## config.mk

```make
export PLATFORM = sky130hd
export DESIGN_NAME = lcmt_line_eval
export DESIGN_NICKNAME = d
export VERILOG_FILES = /design/src/lcmt_pkg.sv /design/src/lcmt_line_eval.sv
export SDC_FILE = /design/constraint.sdc
export NUM_CORES = 2
export LEC_CHECK = 0
export ABC_AREA = 1
export BUFFER_PORTS_ARGS = -buffer_cell sky130_fd_sc_hd__clkbuf_2
export CORE_MARGIN = 4
export CORE_UTILIZATION = 50
export CTS_CLUSTER_DIAMETER = 30
export DETAILED_ROUTE_END_ITERATION = 10
export PLACE_DENSITY = 0.69
export SETUP_SLACK_MARGIN = 0.15
export SLEW_MARGIN = 10
export SYNTH_ARGS = -nofsm -noshare
export SYNTH_HDL_FRONTEND = slang
export SYNTH_SLANG_ARGS = --single-unit
```

## constraint.sdc

```tcl
create_clock -name clock -period 8.27 [get_ports clock]
set_clock_uncertainty 0.1 [all_clocks]
set_input_delay 0.827 -clock clock [delete_from_list [all_inputs] [get_ports clock]]
set_output_delay 0.827 -clock clock [all_outputs]
set_load 0.005 [all_outputs]
```

## src/lcmt_pkg.sv

```systemverilog
`timescale 1ns / 1ps
// ----------------------------------------------------------------------------
// lcmt_pkg
// shared types and constants for the min-line tree
// ----------------------------------------------------------------------------
package lcmt_pkg;

   typedef enum logic [1:0] {
      FUNC_LOAD  = 2'd0,
      FUNC_PUSH  = 2'd1,
      FUNC_QUERY = 2'd2,
      FUNC_NONE  = 2'd3
   } func_type;

   localparam logic signed [63:0] LINE_MAX = 64'sh7FFF_FFFF_FFFF_FFFF;
   localparam logic signed [63:0] LINE_MIN = 64'sh8000_0000_0000_0000;

   typedef struct packed {
      logic signed [31:0] slope;
      logic signed [63:0] intercept;
   } node_type;

   localparam node_type NODE_EMPTY = '{slope: 32'sd0, intercept: LINE_MAX};

endpackage

```

## src/lcmt_line_eval.sv

```systemverilog
`timescale 1ns / 1ps
// ----------------------------------------------------------------------------
// lcmt_line_eval
// two-stage line evaluator: y = a*x + b, saturated to 64 bits
// ----------------------------------------------------------------------------
module lcmt_line_eval (
   input  logic               clock,
   input  logic signed [31:0] slope,
   input  logic signed [63:0] intercept,
   input  logic signed [31:0] x_value,
   output logic signed [63:0] y_value
);
   import lcmt_pkg::*;

   logic signed [63:0] prod_ff;
   logic signed [63:0] prod_in;
   logic signed [63:0] icpt_ff;
   logic signed [63:0] y_ff;
   logic signed [63:0] y_in;
   logic        [64:0] sum;

   // stage 1: exact product
   assign prod_in = slope * x_value;

   // stage 2: add with clamp on signed overflow
   always_comb begin
      sum = {prod_ff[63], prod_ff} + {icpt_ff[63], icpt_ff};
      if (sum[64] != sum[63]) begin
         y_in = sum[64] ? LINE_MIN : LINE_MAX;
      end else begin
         y_in = sum[63:0];
      end
   end

   always_ff @(posedge clock) begin
      prod_ff <= prod_in;
      icpt_ff <= intercept;
      y_ff    <= y_in;
   end

   assign y_value = y_ff;

endmodule

```

Yosys cells after proc, flatten, opt, wreduce, memory -nomap -nowiden
Cells that the tools add are included.
{ "word_totals": {"regBits": 192, "inputBits": 129, "output_inout_bits": 64} }
{ "op_classes": {"add_sub_neg": 1, "n_mul": 1, "eq_ne": 1, "muxes": 2} }
{ "op_table": {"columns": ["cell", "count"], "rows": [
  ["$mux 64", 2],
  ["$add 64x64->65", 1],
  ["$mul 32x32->64", 1],
  ["$ne 1x1->1", 1]
]} }

Longest topological paths before layout
{ "depth": {"word_depth": 3, "depth_mapped": 33} }

Worst setup path after synthesis
OpenSTA, ideal clock, no wires.
{ "synth_path": {"kind": "input to register", "from": "in slope[31]", "to": "reg prod_ff[51]", "arrival_time_ns": 7.475, "t_required_ns": 8.057, "setup_slack_ns": 0.583, "path_stages": 26, "path_buffers": 1, "path_cell_list": "clkbuf_1 > nand2_1 > inv_1 > fa_1 > inv_1 > fa_1 > inv_1 > fa_1 > fa_1 > inv_1 > fa_1 > inv_1 > fa_1 > inv_1 > fa_1 > inv_1 > fa_1 > ha_1 > nand2_1 > nor2_1 > inv_1 > nor3_1 > nand3_1 > or2_2 > nand4_1 > nand2_1"} }
{ "synth_between": {"elab_chain_len": 1} }
{ "synth_rtl": {"columns": ["element", "line", "rtl"], "rows": [
  ["from (decl)", "lcmt_line_eval.sv:8", "input logic signed [31:0] slope,"],
  ["$mul 32x32->64", "lcmt_line_eval.sv:23", "assign prod_in = slope * x_value;"],
  ["net prod_in[51]", "lcmt_line_eval.sv:16", "logic signed [63:0] prod_in;"],
  ["to (signal assigned)", "lcmt_line_eval.sv:36", "prod_ff <= prod_in;"],
  ["to (decl)", "lcmt_line_eval.sv:15", "logic signed [63:0] prod_ff;"]
]} }
The timed path passes the listed nets, and every way through them passes these cells.

Worst setup path after layout
{ "layout_path": {"from": "in slope[10]", "to": "reg prod_ff[39]"} }
The elaborated chain is that of the path after synthesis.

==> Implementation_results.wiki <==
{| class="wikitable"
! Metric !! Value
|-
| Run status || completed
|-
| Post-synth top cells || 1,833 x inv_1, 1,708 x nand2_1, 1,083 x fa_1, 260 x nor2_1, 248 x ha_1
|-
| Cell with the most instances after synthesis || inv_1
|-
| Number of buffers on the longest clock path || 2
|-
| Share of synthesized registers carrying an async set or reset || 0
|-
| Slack of the worst reg-to-reg path || 4790 ps
|-
| Worst path arrival time || 8310 ps
|-
| Achievable clock frequency || 124 MHz
|-
| Final nets || 7,839
|-
| End point of the critical path || prod_ff[39]
|-
| I/O pin cnt || 193
|-
| TritonCTS clock tree || yes
|-
| Number of buffers inserted by hold repair at cts || 0
|-
| Maximum number of pins on one net before global-route repair || 64
|-
| Max layer used || met4
|-
| Highest fanout seen on the critical path || 20
|-
| Initial drt markers || 2,650
|-
| H-tree levels || 4
|-
| Cell with the largest stage delay on the worst path || fa_1
|-
| Net count after synthesis || 7,680
|-
| Wire per inst || 18.1 um
|-
| Number of buffers added by the clock tree synthesis step || 17
|-
| Worst setup path start || slope[10]
|-
| Commonest register cell after synthesis || dfxtp_1
|-
| Total number of cells along the worst setup path || 27
|-
| Clk Latency, worst-skew pair || 460 ps
|-
| Final-report max-slew violation count || 0
|-
| GRT Overall Usage || 0.283
|-
| Cell family with most CP delay || adder cells
|-
| Vert. Die Dim || 318 um
|-
| Cell with the most instances on the worst path || fa_1
|-
| Wire length on met3 || 8890 um
|-
| DRC violations left || 0
|-
| Antenna violations before repair || 7
|-
| Worst Hold Path Cells || 1
|-
| Number of buffer and inverter instances along the worst setup path || 10
|-
| Part of the cycle the worst path needs || 0.976
|-
| Library cell occupying the most area in the post-synthesis netlist || fa_1
|-
| Post-detailed-placement cell area || 0.0510 mm2
|-
| Ratio of cells with drive above 1 in the final layout || 0.0781
|-
| Number of cells produced by synthesis || 6,220
|-
| Relative max-transition margin || 0.278
|-
| Min cycle time layout || 8080 ps
|-
| Total non-filler cell area in the finished layout || 0.0516 mm2
|-
| Routability Congestion || 1.04
|-
| Syn-to-layout area delta || 7.50%
|-
| Cell chosen for the clock root || clkbuf_16
|-
| Count of yosys warnings during synthesis || 0
|-
| Number of enable-type register cells in the synthesized netlist || 0
|-
| RR Endpoint || y_value[39]
|-
| Met2 wire length || 67,500 um
|-
| Mean post-synth cell area || 7.72 um2
|-
| Total via count after detailed routing || 38,700
|-
| First-pass GRT wire length || 226,000 um
|-
| Worst Setup End Kind || flip-flop
|-
| Total routed wirelength || 139,000 um
|-
| Worst R2R Path Depth || 11
|-
| Number of hold violations in the final report || 0
|-
| Synthesis-stage register bit count || 192
|-
| Number of vias per cell || 5.05
|-
| Ranking of synthesized cells by area || fa_1 45%, inv_1 14%, nand2_1 13%
|-
| Die width || 318 um
|-
| Path class of the lowest-slack min-delay path || primary input to flip-flop
|-
| Post-route met1 wirelength || 57,100 um
|-
| First drt pass iteration count || 6
|-
| Clock sink count || 192
|-
| Vias in the first global route || 41,500
|-
| Standard-cell rows || 113
|-
| Post-Synthesis Cell Area || 0.0480 mm2
|-
| Top cell type's share of synthesized area || 0.452
|-
| Area of the core region || 0.0952 mm2
|-
| Maximum single-stage delay on the critical path || 550 ps
|-
| Worst setup path class || primary input to flip-flop
|-
| Transition time at the pin with the least slew margin || 1080 ps
|-
| Starting density of the core || 0.504
|-
| Yosys cell types || 41
|-
| Startpoint kind of the worst setup timing path || primary input
|-
| Die area || 0.101 mm2
|-
| Remaining antenna violation count after routing || 0
|-
| Layout filler cell count || 9,057
|-
| Layout Utilization || 0.542
|-
| Worst endpoint required time || 8500 ps
|-
| Setup repair after global routing missed its margin || true
|-
| Max-Cap Viols || 0
|-
| Overflow left after global routing || 0
|-
| Portion of the post-synthesis area used by sequential elements || 0.0801
|-
| Number of buffers inserted by port buffering || 192
|-
| Reg2Reg Launch Point || prod_ff[50]
|-
| Estimated wirelength of the detail-placed design || 123,000 um
|-
| CTS clock-pin slew for the worst setup and hold paths || 70 ps
|-
| Final Setup Violations || 0
|}
==> final cells by class <==
class,count,area (um2),share of cell area
Sequential cell,192,3840,0.0745
Multi-Input combinational cell,3982,36400,0.705
Inverter,1842,6910,0.134
Clock inverter,13,160,0.00310
Timing Repair Buffer,344,2250,0.0437
Clock buffer,19,433,0.00839
Antenna cell,6,15.0,0.000291
Tap cell,1265,1580,0.0307
==> flip-flops by register name, summed over array words and instances, names as in the netlist <==
| signal | count |
|---|---|
| prod_ff | 64 |
| icpt_ff | 64 |
| y_value | 64 |
==> logic make-up after synthesis <==
kind of cell / Yosys count / synth area share
AND/OR/NAND/NOR: 2250 / 0.189
buffers and inverters: 2046 / 0.162
XOR/XNOR: 89 / 0.0162
adder cells (fa/ha/maj): 1331 / 0.516
AO/OA/AOI/OAI: 312 / 0.0360
flip-flops: 192 / 0.0801
==> worst min-delay path by stage <==
stage             startpoint     endpoint  slack [ps]
3_3_place_gp      prod_ff[0]   y_value[0]         440
3_5_place_dp      icpt_ff[0]   y_value[0]         430
4_1_cts        intercept[50]  icpt_ff[50]         340
2_1_floorplan     icpt_ff[0]   y_value[0]         410
5_1_grt        intercept[50]  icpt_ff[50]         340
6_report       intercept[50]  icpt_ff[50]         360
==> cell usage in the layout, fill, tap and decap left out, types with 4 or more instances in the layout <==
master        n
nor3_1       20
inv_6         6
a21boi_0      5
a21oi_1     160
nand3_1     106
and3_1        4
buf_12       12
inv_2         9
dfxtp_1     192
diode_2       6
ha_1        248
a31oi_1       6
nand4_1      28
buf_4       140
a21o_1        9
clkbuf_16    17
xor2_1       72
nor4_1        9
nor2_2        5
xnor2_1      17
inv_1      1833
clkbuf_2    186
fa_1       1083
nor2_1      259
buf_2         5
nand2_1    1708
nand2_2      75
nand3b_1      5
a21oi_2       8
or2_2        12
o21bai_1     33
o21ai_0      83
==> metrics by stage <==
stage	hold slack [ps]	worst slack (ps)	cells	setup TNS, ps
after global placement	438	-459	7625	-780
after detailed placement	425	-389	7625	-709
final	360	194	7663	0
after global routing	342	69.2	7663	0
after CTS	345	192	7657	0
after floorplan	406	583	6220	0
==> per-layer routing <==
layer,GRT usage,vias up
met2,0.488,1464
met4,0.0972,0
met3,0.0294,255
met5,0,-
met1,0.374,19200
li1,-,17800
==> worst register-to-register path, cell delays in order (launching register included) <==
cell and delay [ps]:
dfxtp_1 370, ha_1 520, nand2_1 160, nor2_1 260, nand2_1 130, inv_1 100
nand2_1 120, nor2_1 150, nand2_2 100, nand3_2 130, nand4_4 800, nand2_2 440
==> timing repair <==
| item | CTS | global route |
|---|---|---|
| buffers inserted | 0 | 0 |
| gates resized for setup | 1 | 9 |
| setup endpoints to repair | 1 | 4 |
| hold endpoints to repair | 0 | 0 |
Power is left out: the tool's default activity adds up to more than one toggle a clock period on the data nets, which glitch-free logic cannot reach.
